`src/hdl/smap_pkg.sv`:
```
package smap_pkg;

  localparam int unsigned SAVE_RAM_BYTES = 8192;

  localparam int unsigned ADDR_W   = 16;
  localparam int unsigned DATA_W   = 8;
  localparam int unsigned MAP_W    = 18;
  localparam int unsigned BANKS_W  = 5;
  localparam int unsigned CFG_IDX_W = 2;

  localparam logic [BANKS_W-1:0] PRG_BANKS_RST = 5'd2;
  localparam logic [BANKS_W-1:0] CHR_BANKS_RST = 5'd0;
  localparam logic [4:0]         CONTROL_RST   = 5'h1c;
  localparam logic [4:0]         PRG_MODE_BITS = 5'h0c;
  localparam logic [2:0]         LAST_SHIFT    = 3'd4;

  typedef enum logic [2:0] {
    OP_CPU_RD = 3'd0,
    OP_CPU_WR = 3'd1,
    OP_PPU_RD = 3'd2,
    OP_PPU_WR = 3'd3,
    OP_RESET  = 3'd4
  } op_e;

  typedef enum logic [1:0] {
    RGN_SRAM = 2'd0,
    RGN_PRG  = 2'd1,
    RGN_CHR  = 2'd2,
    RGN_NONE = 2'd3
  } region_e;

  typedef enum logic [1:0] {
    TGT_CONTROL = 2'd0,
    TGT_CHR_LOW = 2'd1,
    TGT_CHR_HIGH = 2'd2,
    TGT_PRG     = 2'd3
  } target_e;

  typedef enum logic [1:0] {
    PRG_WHOLE_A = 2'd0,
    PRG_WHOLE_B = 2'd1,
    PRG_FIX_LOW = 2'd2,
    PRG_FIX_HIGH = 2'd3
  } prg_mode_e;

  typedef enum logic [CFG_IDX_W-1:0] {
    CFG_PRG_BANKS = 2'd0,
    CFG_CHR_BANKS = 2'd1
  } cfg_idx_e;

  typedef struct packed {
    logic [BANKS_W-1:0] prg_banks;
    logic [BANKS_W-1:0] chr_banks;
  } cfg_t;

  typedef struct packed {
    logic [4:0] shift_value;
    logic [2:0] shift_count;
    logic [4:0] control;
    logic [4:0] chr_low_bank;
    logic [4:0] chr_high_bank;
    logic [3:0] chr_whole_bank;
    logic [2:0] prg_whole_bank;
    logic [3:0] prg_low_bank;
    logic [3:0] prg_high_bank;
    logic [1:0] mirror_state;
  } state_t;

  typedef struct packed {
    region_e           region;
    logic [MAP_W-1:0]  mapped_address;
    logic              write_strobe;
    logic [DATA_W-1:0] out_data;
    logic              accepted;
  } result_t;

  function automatic logic [3:0] last_prg_bank(logic [BANKS_W-1:0] prg_banks);
    return prg_banks[3:0] - 4'd1;
  endfunction

  function automatic state_t reset_state(logic [BANKS_W-1:0] prg_banks);
    state_t s;
    s                = '0;
    s.control        = CONTROL_RST;
    s.prg_high_bank  = last_prg_bank(prg_banks);
    s.mirror_state   = 2'd3;
    return s;
  endfunction

endpackage

```
`src/hdl/smap_regs.sv`:
```
module smap_regs (
  input  logic                              clk_i,
  input  logic                              rst_ni,
  input  logic                              cfg_we_i,
  input  logic [smap_pkg::CFG_IDX_W-1:0]    cfg_index_i,
  input  logic [smap_pkg::BANKS_W-1:0]      cfg_data_i,
  input  logic                              step_i,
  input  smap_pkg::op_e                     op_i,
  input  logic [smap_pkg::ADDR_W-1:0]       addr_i,
  input  logic [smap_pkg::DATA_W-1:0]       data_i,
  output smap_pkg::cfg_t                    cfg_o,
  output smap_pkg::state_t                  st_o,
  output smap_pkg::state_t                  st_next_o
);

  smap_pkg::cfg_t   cfg_q;
  smap_pkg::state_t st_q, st_d;
  logic [4:0]       value;
  smap_pkg::target_e target;

  always_ff @(posedge clk_i or negedge rst_ni) begin
    if (!rst_ni) begin
      cfg_q.prg_banks <= smap_pkg::PRG_BANKS_RST;
      cfg_q.chr_banks <= smap_pkg::CHR_BANKS_RST;
    end else if (cfg_we_i) begin
      unique case (cfg_index_i)
        smap_pkg::CFG_PRG_BANKS: cfg_q.prg_banks <= cfg_data_i;
        smap_pkg::CFG_CHR_BANKS: cfg_q.chr_banks <= cfg_data_i;
        default: ;
      endcase
    end
  end

  assign value  = {data_i[0], st_q.shift_value[4:1]};
  assign target = smap_pkg::target_e'(addr_i[14:13]);

  always_comb begin
    st_d = st_q;
    if (step_i) begin
      unique case (op_i)
        smap_pkg::OP_CPU_WR: begin
          if (addr_i[15]) begin
            if (data_i[7]) begin
              st_d.shift_value = '0;
              st_d.shift_count = '0;
              st_d.control     = st_q.control | smap_pkg::PRG_MODE_BITS;
            end else if (st_q.shift_count >= smap_pkg::LAST_SHIFT) begin
              st_d.shift_value = '0;
              st_d.shift_count = '0;
              unique case (target)
                smap_pkg::TGT_CONTROL: begin
                  st_d.control      = value;
                  st_d.mirror_state = value[1:0];
                end
                smap_pkg::TGT_CHR_LOW: begin
                  if (st_q.control[4]) begin
                    st_d.chr_low_bank = value;
                  end else begin
                    st_d.chr_whole_bank = value[4:1];
                  end
                end
                smap_pkg::TGT_CHR_HIGH: begin
                  if (st_q.control[4]) begin
                    st_d.chr_high_bank = value;
                  end
                end
                smap_pkg::TGT_PRG: begin
                  unique case (smap_pkg::prg_mode_e'(st_q.control[3:2]))
                    smap_pkg::PRG_WHOLE_A,
                    smap_pkg::PRG_WHOLE_B: st_d.prg_whole_bank = value[3:1];
                    smap_pkg::PRG_FIX_LOW: begin
                      st_d.prg_low_bank  = '0;
                      st_d.prg_high_bank = value[3:0];
                    end
                    smap_pkg::PRG_FIX_HIGH: begin
                      st_d.prg_low_bank  = value[3:0];
                      st_d.prg_high_bank = smap_pkg::last_prg_bank(cfg_q.prg_banks);
                    end
                    default: ;
                  endcase
                end
                default: ;
              endcase
            end else begin
              st_d.shift_value = value;
              st_d.shift_count = st_q.shift_count + 3'd1;
            end
          end
        end
        smap_pkg::OP_RESET: st_d = smap_pkg::reset_state(cfg_q.prg_banks);
        default: ;
      endcase
    end
  end

  always_ff @(posedge clk_i or negedge rst_ni) begin
    if (!rst_ni) begin
      st_q <= smap_pkg::reset_state(smap_pkg::PRG_BANKS_RST);
    end else begin
      st_q <= st_d;
    end
  end

  assign cfg_o     = cfg_q;
  assign st_o      = st_q;
  assign st_next_o = st_d;

endmodule

```
`src/hdl/smap_xlat.sv`:
```
module smap_xlat #(
  parameter int unsigned SaveRamBytes = smap_pkg::SAVE_RAM_BYTES
) (
  input  smap_pkg::op_e                 op_i,
  input  logic [smap_pkg::ADDR_W-1:0]   addr_i,
  input  logic [smap_pkg::DATA_W-1:0]   data_i,
  input  smap_pkg::cfg_t                cfg_i,
  input  smap_pkg::state_t              st_i,
  output smap_pkg::result_t             res_o
);

  // The save RAM size is a power of two, so the wrap is a mask.
  localparam int unsigned SaveAw = $clog2(SaveRamBytes);

  logic [smap_pkg::MAP_W-1:0] sram_addr, prg_addr, chr_addr, chr_ram_addr;
  logic [3:0]                 prg_bank;
  logic [4:0]                 chr_bank;
  logic                       chr_ram;

  assign chr_ram      = (cfg_i.chr_banks == '0);
  assign sram_addr    = smap_pkg::MAP_W'(addr_i[SaveAw-1:0]);
  assign chr_ram_addr = smap_pkg::MAP_W'(addr_i[12:0]);

  always_comb begin
    prg_bank = (addr_i[15] && addr_i[14]) ? st_i.prg_high_bank : st_i.prg_low_bank;
    if (st_i.control[3]) begin
      prg_addr = {prg_bank, addr_i[13:0]};
    end else begin
      prg_addr = {st_i.prg_whole_bank, addr_i[14:0]};
    end
  end

  always_comb begin
    chr_bank = addr_i[12] ? st_i.chr_high_bank : st_i.chr_low_bank;
    if (chr_ram) begin
      chr_addr = chr_ram_addr;
    end else if (st_i.control[4]) begin
      chr_addr = smap_pkg::MAP_W'({chr_bank, addr_i[11:0]});
    end else begin
      chr_addr = smap_pkg::MAP_W'({st_i.chr_whole_bank, addr_i[12:0]});
    end
  end

  always_comb begin
    res_o.region         = smap_pkg::RGN_NONE;
    res_o.mapped_address = '0;
    res_o.write_strobe   = 1'b0;
    res_o.out_data       = '0;
    res_o.accepted       = 1'b1;
    unique case (op_i)
      smap_pkg::OP_CPU_RD: begin
        if (!addr_i[15]) begin
          res_o.region         = smap_pkg::RGN_SRAM;
          res_o.mapped_address = sram_addr;
        end else begin
          res_o.region         = smap_pkg::RGN_PRG;
          res_o.mapped_address = prg_addr;
        end
      end
      smap_pkg::OP_CPU_WR: begin
        res_o.out_data = data_i;
        if (!addr_i[15]) begin
          res_o.region         = smap_pkg::RGN_SRAM;
          res_o.mapped_address = sram_addr;
          res_o.write_strobe   = 1'b1;
        end
      end
      smap_pkg::OP_PPU_RD: begin
        res_o.region         = smap_pkg::RGN_CHR;
        res_o.mapped_address = chr_addr;
      end
      smap_pkg::OP_PPU_WR: begin
        res_o.out_data = data_i;
        if (chr_ram) begin
          res_o.region         = smap_pkg::RGN_CHR;
          res_o.mapped_address = chr_ram_addr;
          res_o.write_strobe   = 1'b1;
        end else begin
          res_o.accepted = 1'b0;
        end
      end
      default: ;
    endcase
  end

endmodule

```
`src/hdl/serial_bank_mapper.sv`:
```
// Bank-switching cartridge mapper with a serial register load port.
// Each input beat carries one CPU read or write, one PPU read or write, or a
// mapper reset command, and gives exactly one result beat with the memory
// region, the byte address within it, a write strobe, the write byte, an
// accept flag and the nametable mirroring after the access.
// The input beat is captured in an input register; while it is held there
// the translation and the serial register update are done, and the result
// is loaded into the output register when that register is free or being
// drained. One beat is taken every cycle while the receiver accepts results.
// When the receiver stalls, the result stays in the output register, the
// captured input beat waits in the input register, and input ready drops
// once both are occupied.
// The configuration channel writes the bank counts and is always ready;
// the user must write it only while no beat is in flight (not enforced).
// Reset clears both pipeline stages, loads the bank counts with two program
// banks and character RAM, and puts the mapper in its power-on state.
module serial_bank_mapper #(
  parameter int unsigned SaveRamBytes = smap_pkg::SAVE_RAM_BYTES
) (
  input  logic                              clk_i,
  input  logic                              rst_ni,
  input  logic                              cfg_valid_i,
  output logic                              cfg_ready_o,
  input  logic [smap_pkg::CFG_IDX_W-1:0]    cfg_index_i,
  input  logic [smap_pkg::BANKS_W-1:0]      cfg_data_i,
  input  logic                              in_valid_i,
  output logic                              in_ready_o,
  input  logic [2:0]                        opcode_i,
  input  logic [smap_pkg::ADDR_W-1:0]       address_i,
  input  logic [smap_pkg::DATA_W-1:0]       write_data_i,
  output logic                              out_valid_o,
  input  logic                              out_ready_i,
  output logic [1:0]                        region_o,
  output logic [smap_pkg::MAP_W-1:0]        mapped_address_o,
  output logic                              write_strobe_o,
  output logic [smap_pkg::DATA_W-1:0]       out_data_o,
  output logic                              accepted_o,
  output logic [1:0]                        mirroring_o
);

  logic                          in_valid_q;
  smap_pkg::op_e                 op_q;
  logic [smap_pkg::ADDR_W-1:0]   addr_q;
  logic [smap_pkg::DATA_W-1:0]   data_q;
  logic                          out_valid_q;
  smap_pkg::result_t             res_q, res_d;
  logic [1:0]                    mirror_q;
  logic                          advance, step;
  smap_pkg::cfg_t                cfg;
  smap_pkg::state_t              st, st_next;

  assign advance     = !out_valid_q || out_ready_i;
  assign step        = in_valid_q && advance;
  assign in_ready_o  = !in_valid_q || advance;
  assign cfg_ready_o = 1'b1;

  always_ff @(posedge clk_i or negedge rst_ni) begin
    if (!rst_ni) begin
      in_valid_q <= 1'b0;
    end else if (in_ready_o) begin
      in_valid_q <= in_valid_i;
    end
  end

  always_ff @(posedge clk_i) begin
    if (in_ready_o && in_valid_i) begin
      op_q   <= smap_pkg::op_e'(opcode_i);
      addr_q <= address_i;
      data_q <= write_data_i;
    end
  end

  smap_regs u_regs (
    .clk_i       (clk_i),
    .rst_ni      (rst_ni),
    .cfg_we_i    (cfg_valid_i),
    .cfg_index_i (cfg_index_i),
    .cfg_data_i  (cfg_data_i),
    .step_i      (step),
    .op_i        (op_q),
    .addr_i      (addr_q),
    .data_i      (data_q),
    .cfg_o       (cfg),
    .st_o        (st),
    .st_next_o   (st_next)
  );

  smap_xlat #(
    .SaveRamBytes (SaveRamBytes)
  ) u_xlat (
    .op_i   (op_q),
    .addr_i (addr_q),
    .data_i (data_q),
    .cfg_i  (cfg),
    .st_i   (st),
    .res_o  (res_d)
  );

  always_ff @(posedge clk_i or negedge rst_ni) begin
    if (!rst_ni) begin
      out_valid_q <= 1'b0;
    end else if (advance) begin
      out_valid_q <= in_valid_q;
    end
  end

  always_ff @(posedge clk_i) begin
    if (step) begin
      res_q    <= res_d;
      mirror_q <= st_next.mirror_state;
    end
  end

  assign out_valid_o      = out_valid_q;
  assign region_o         = res_q.region;
  assign mapped_address_o = res_q.mapped_address;
  assign write_strobe_o   = res_q.write_strobe;
  assign out_data_o       = res_q.out_data;
  assign accepted_o       = res_q.accepted;
  assign mirroring_o      = mirror_q;

endmodule
```
`config.mk`:
```
export PLATFORM = sky130hd
export DESIGN_NAME = serial_bank_mapper
export DESIGN_NICKNAME = d
export VERILOG_FILES = /design/src/hdl/smap_pkg.sv /design/src/hdl/smap_regs.sv /design/src/hdl/smap_xlat.sv /design/src/hdl/serial_bank_mapper.sv
export SDC_FILE = /design/constraint.sdc
export NUM_CORES = 1
export LEC_CHECK = 0
export BUFFER_PORTS_ARGS = -buffer_cell sky130_fd_sc_hd__buf_2
export CAP_MARGIN = 25
export CORE_UTILIZATION = 28
export CTS_BUF_LIST = sky130_fd_sc_hd__clkbuf_16
export CTS_CLUSTER_DIAMETER = 120
export DETAILED_ROUTE_END_ITERATION = 10
export SLEW_MARGIN = 20
export SYNTH_ARGS = -nofsm -noshare
export SYNTH_HDL_FRONTEND = slang
export SYNTH_HIERARCHICAL = 1
export SYNTH_SLANG_ARGS = --single-unit
```
`constraint.sdc`:
```
create_clock -name clk_i -period 6.6 [get_ports clk_i]
set_input_delay 1.65 -clock clk_i [delete_from_list [all_inputs] [get_ports clk_i]]
set_output_delay 1.65 -clock clk_i [all_outputs]
set_load 0.03 [all_outputs]
```
Word-level counts from Yosys, hierarchy flattened. Cells that the tools add are included.

Memories kept: 0. Input bits: 39. Flip-flop bits (word level): 110. Output and inout port bits: 35. Logic and storage cells: 103. RAM bits: 0. Bits in read-only memories: 0. Latch bits: 0.

Div/mod/pow operators: 0. Multiplexer cells: 28. $mul: 0. Reductions and logical operators: 24. Shifts and indexed selects: 0. $lt $le $gt $ge: 1. Equal/unequal tests: 24. Add/sub/neg operators: 2. Bitwise gates (word level): 0.

Operator list (count): case mux 20 bit (4 select lines) (1); case mux 40 bit (2 select lines) (1); two-way mux 40 bit (1); two-way mux 18 bit (2); AND reduction 7 bit (5); two-way mux 32 bit (1); two-way mux 27 bit (1); two-way mux 5 bit (5); two-way mux 21 bit (1); two-way mux 20 bit (1); two-way mux 19 bit (1); case mux 9 bit (2 select lines) (1); two-way mux 17 bit (1); != test 2 bit (second input constant) (8); case mux 8 bit (2 select lines) (1); two-way mux 13 bit (1); two-way mux 4 bit (3); two-way mux 11 bit (1); equality test 2 bit (second input constant) (4); two-way mux 8 bit (1); equality test 2 x 1 -> 1 bit (second input constant) (3); equality test 3 x 2 -> 1 bit (second input constant) (2); zero test 2 bit (3); != test 3 bit (second input constant) (2); 21 further kinds (28).

Depth between registers and ports, before layout.
Depth after elaboration: 9. Gate-level depth with buffers: 7. Depth with buffers taken out: 6.

Hierarchy. Netlist, hierarchy kept.

By module, submodules not included: smap_regs (seq. area each 1260.0 µm², area each 2333.5 µm², times used 1, cells each 216); serial_bank_mapper (seq. area each 1821.7 µm², area each 1886.8 µm², times used 1, cells each 69); smap_xlat (seq. area each 0.0 µm², area each 506.7 µm², times used 1, cells each 78).

Worst setup path before layout. Ideal clock, no wire load.

Kind: input to register. Start: input port out_ready_i. End: register u_regs.st_q (netlist bit u_regs/st_o[4]). Required time: 6474 ps. Stages: 7. Buffers on the path: 1. Library setup time: 126 ps. Path slack: 2810 ps. Arrival time: 3664 ps. Cells stage by stage: nand2b_1 > and2_1 > nand4bb_1 > buf_2 > nor3_2 > nor2_1 > a221o_1.

Word-level cells in the longest chain between the ends: 3.

RTL lines: from (decl) (RTL line serial_bank_mapper.sv:32) `input logic out_ready_i,`; logical OR 1 bit (RTL line serial_bank_mapper.sv:52) `assign advance = !out_valid_q || out_ready_i;`; logical AND 1 bit (RTL line serial_bank_mapper.sv:53) `assign step = in_valid_q && advance;`; named net step (RTL line serial_bank_mapper.sv:48) `logic advance, step;`; AND reduction 7 bit (no line); to (signal assigned) (RTL line smap_regs.sv:98) `st_q <= smap_pkg::reset_state(smap_pkg::PRG_BANKS_RST);`; to (signal assigned) (RTL line smap_regs.sv:100) `st_q <= st_d;`; to (decl) (RTL line smap_regs.sv:17) `smap_pkg::state_t st_q, st_d;`.

The timed path passes the listed nets, and every way through them passes these cells. A chain may end at the register's enable or synchronous reset.

Worst setup path after layout. Ends and elaborated chain as after synthesis.

==> run metrics <==
outcome=completed; Final min period=3.79 ns; 1st-pass router iterations=4; DRC Markers=0; reg2reg end=u_regs/st_o[4]; LEAKAGE=~2.2 nW; via count=~3000; IO Pins=74; power share of the clock group=0.346; Placeable Area=around 16000 um^2; fraction of layout cells with a size suffix above 1=0.280; Iter 0 DRT Violations=approximately 230; Min-Delay Path Class=flip-flop to flip-flop; Overall Power=1.52 mW; Internal=~1.1 mW; Switch Pwr=about 410 uW; critical path endpoint=u_regs/st_o[4]; # resized after CTS=0; Final HPWL DP=just over 7000 um; routed wire length=around 10000 um; Post-Syn Nets=~400; Crit Path Class=primary input to flip-flop; Final Hold Viols=0; # Post-CTS Setup Buffers=0; required time of the critical path=around 6.8 ns; CTS Buf Count=9; smallest hold slack=0.498 ns; Power Density=approximately 280 nW/um^2; Max Slew Vio Count=0; Crit. Startpoint=out_ready_i; largest net degree at the start of global routing=38; Synth-to-Final Area Change=19.4%; Worst Reg-to-Reg Cells=6; Max Clock Freq=approximately 0.26 GHz; CTS Buffer Depth=2; Sw Share=0.271; setup TNS=0 ns; Tightest Pin Transition=0.853 ns; clock skew=~0.012 ns; Netlist Area Pre-Place=roughly 4600 um^2; yosys warns=6; Post-Synthesis Cells=between 300 and 400; Max transition margin=0.431; multi-input combinational cell area=1490 um^2; r2r setup slk=approximately 3.8 ns; Remaining Overflow, GRT=0; final core utilization=0.344; vias in the first global route=between 2000 and 3000; DIE WIDTH=130 um; hold buffer count at cts=0; ANT nets after route=0; CTS Root Cell=clkbuf_16; Sequential Power Share=0.537; Antenna Cells=0; startpoint types=primary input; vias per cell=between 4 and 5; WP data arrival=roughly 4.0 ns; GP Congestion=between 0.8 and 0.9; H-tree depth=3; Syn Area/Cell=roughly 13 um^2; reported max-cap violation count=0; initial antenna violation count=0; nets=469; Die H=approximately 130 um; Die Area=about 17000 um^2; clock sink count=between 100 and 150; CP Capture Type=flip-flop; RSZ-0062 raised after global routing=false; storage element area=2980 um^2; CTS tree=done; RR Startpoint=out_valid_o; Tcrit/Tclk final=0.574; Total GRT Usage=0.118; final setup vio count=0; Gate power share=0.117; crit-path max FO=37; Rows=46; VDD IR-drop max=130 uV; first-pass GRT wire length=15000 um; fillers=around 1600; worst skew pair latency=0.35 ns; Starting Density=0.288; Clock Pin Slew Worst Setup and Hold Paths=around 0.070 ns; I/O Buffers=between 70 and 80; wire per inst=between 15 and 20 um
-- sequential cells by signal, summed over array words and instances, names as in the netlist --
signal            flops
data_q                8
u_regs/st_o          37
out_valid_o           1
write_strobe_o        1
out_data_o            8
region_o              2
u_regs/cfg_o          9
addr_q               16
mirroring_o           2
op_q                  3
in_valid_q            1
accepted_o            1
mapped_address_o     18
-- layout by cell type (no fill, tap or decap), types with 3 or more instances in the layout --
| cell | n |
|---|---|
| buf_2 | 72 |
| edfxtp_1 | 59 |
| dfrtp_1 | 41 |
| nand2_1 | 37 |
| and2_1 | 21 |
| o21ai_0 | 21 |
| inv_1 | 17 |
| nor2_1 | 14 |
| o2bb2ai_1 | 11 |
| a21oi_1 | 10 |
| nand3_1 | 10 |
| clkbuf_16 | 9 |
| mux2_2 | 8 |
| a22o_1 | 7 |
| mux2i_1 | 7 |
| dfstp_2 | 7 |
| nand2b_1 | 4 |
| nor2b_1 | 4 |
| and3_1 | 4 |
| nor3_1 | 4 |
| ha_1 | 3 |
| o22ai_1 | 3 |
-- area by class of cell --
type,instances,share of cell area
multi-input combinational,219,0.272
clock inverter,7,0.0126
tap,216,0.0493
inverter,17,0.0116
sequential,107,0.544
timing repair buffer,73,0.0694
clock buffer,9,0.0411
-- worst min-delay path by stage --
stage                     from               to  slack [ns]  cells after the start
6_report        u_regs/st_o[8]   u_regs/st_o[8]        0.50                      1
3_3_place_gp   u_regs/st_o[15]  u_regs/st_o[15]        0.47                      1
3_5_place_dp    u_regs/st_o[9]   u_regs/st_o[9]        0.48                      1
5_1_grt        u_regs/st_o[15]  u_regs/st_o[15]        0.50                      1
2_1_floorplan  u_regs/st_o[15]  u_regs/st_o[15]        0.45                      1
4_1_cts         u_regs/st_o[9]   u_regs/st_o[9]        0.50                      1
-- worst max-delay path: stages --
cell,delay [ns]
buf_2,0.09
nand2b_1,0.11
and2_2,0.70
nand4bb_1,0.54
nor3_2,0.38
nor2_1,0.16
a221o_1,0.37
-- power groups by stage --
stage | Sequential [mW] | Clock (mW) | Combinational, mW
floorplan | 0.849 | 0 | 0.0943
global placement | 0.830 | 0 | 0.173
detailed placement | 0.833 | 0 | 0.180
CTS | 0.818 | 0.547 | 0.181
global route | 0.826 | 0.569 | 0.196
finish | 0.818 | 0.527 | 0.178
-- metal layers --
layer	track usage	share of wire	vias to the layer above
met3	0.0279	0.041	11
li1	-	-	1439
met4	0.0602	0.019	0
met1	0.149	0.45	1487
met5	0	0	-
met2	0.189	0.49	77
-- per-stage QoR --
step	cells	worst slack [ns]	area, um^2
2_1_floorplan	355	2.81	4590
3_3_place_gp	631	2.56	5170
3_5_place_dp	632	2.44	5190
4_1_cts	648	2.81	5480
5_1_grt	648	2.62	5480
6_report	648	2.81	5480
Note: power is estimated with default switching activity, not from simulation.
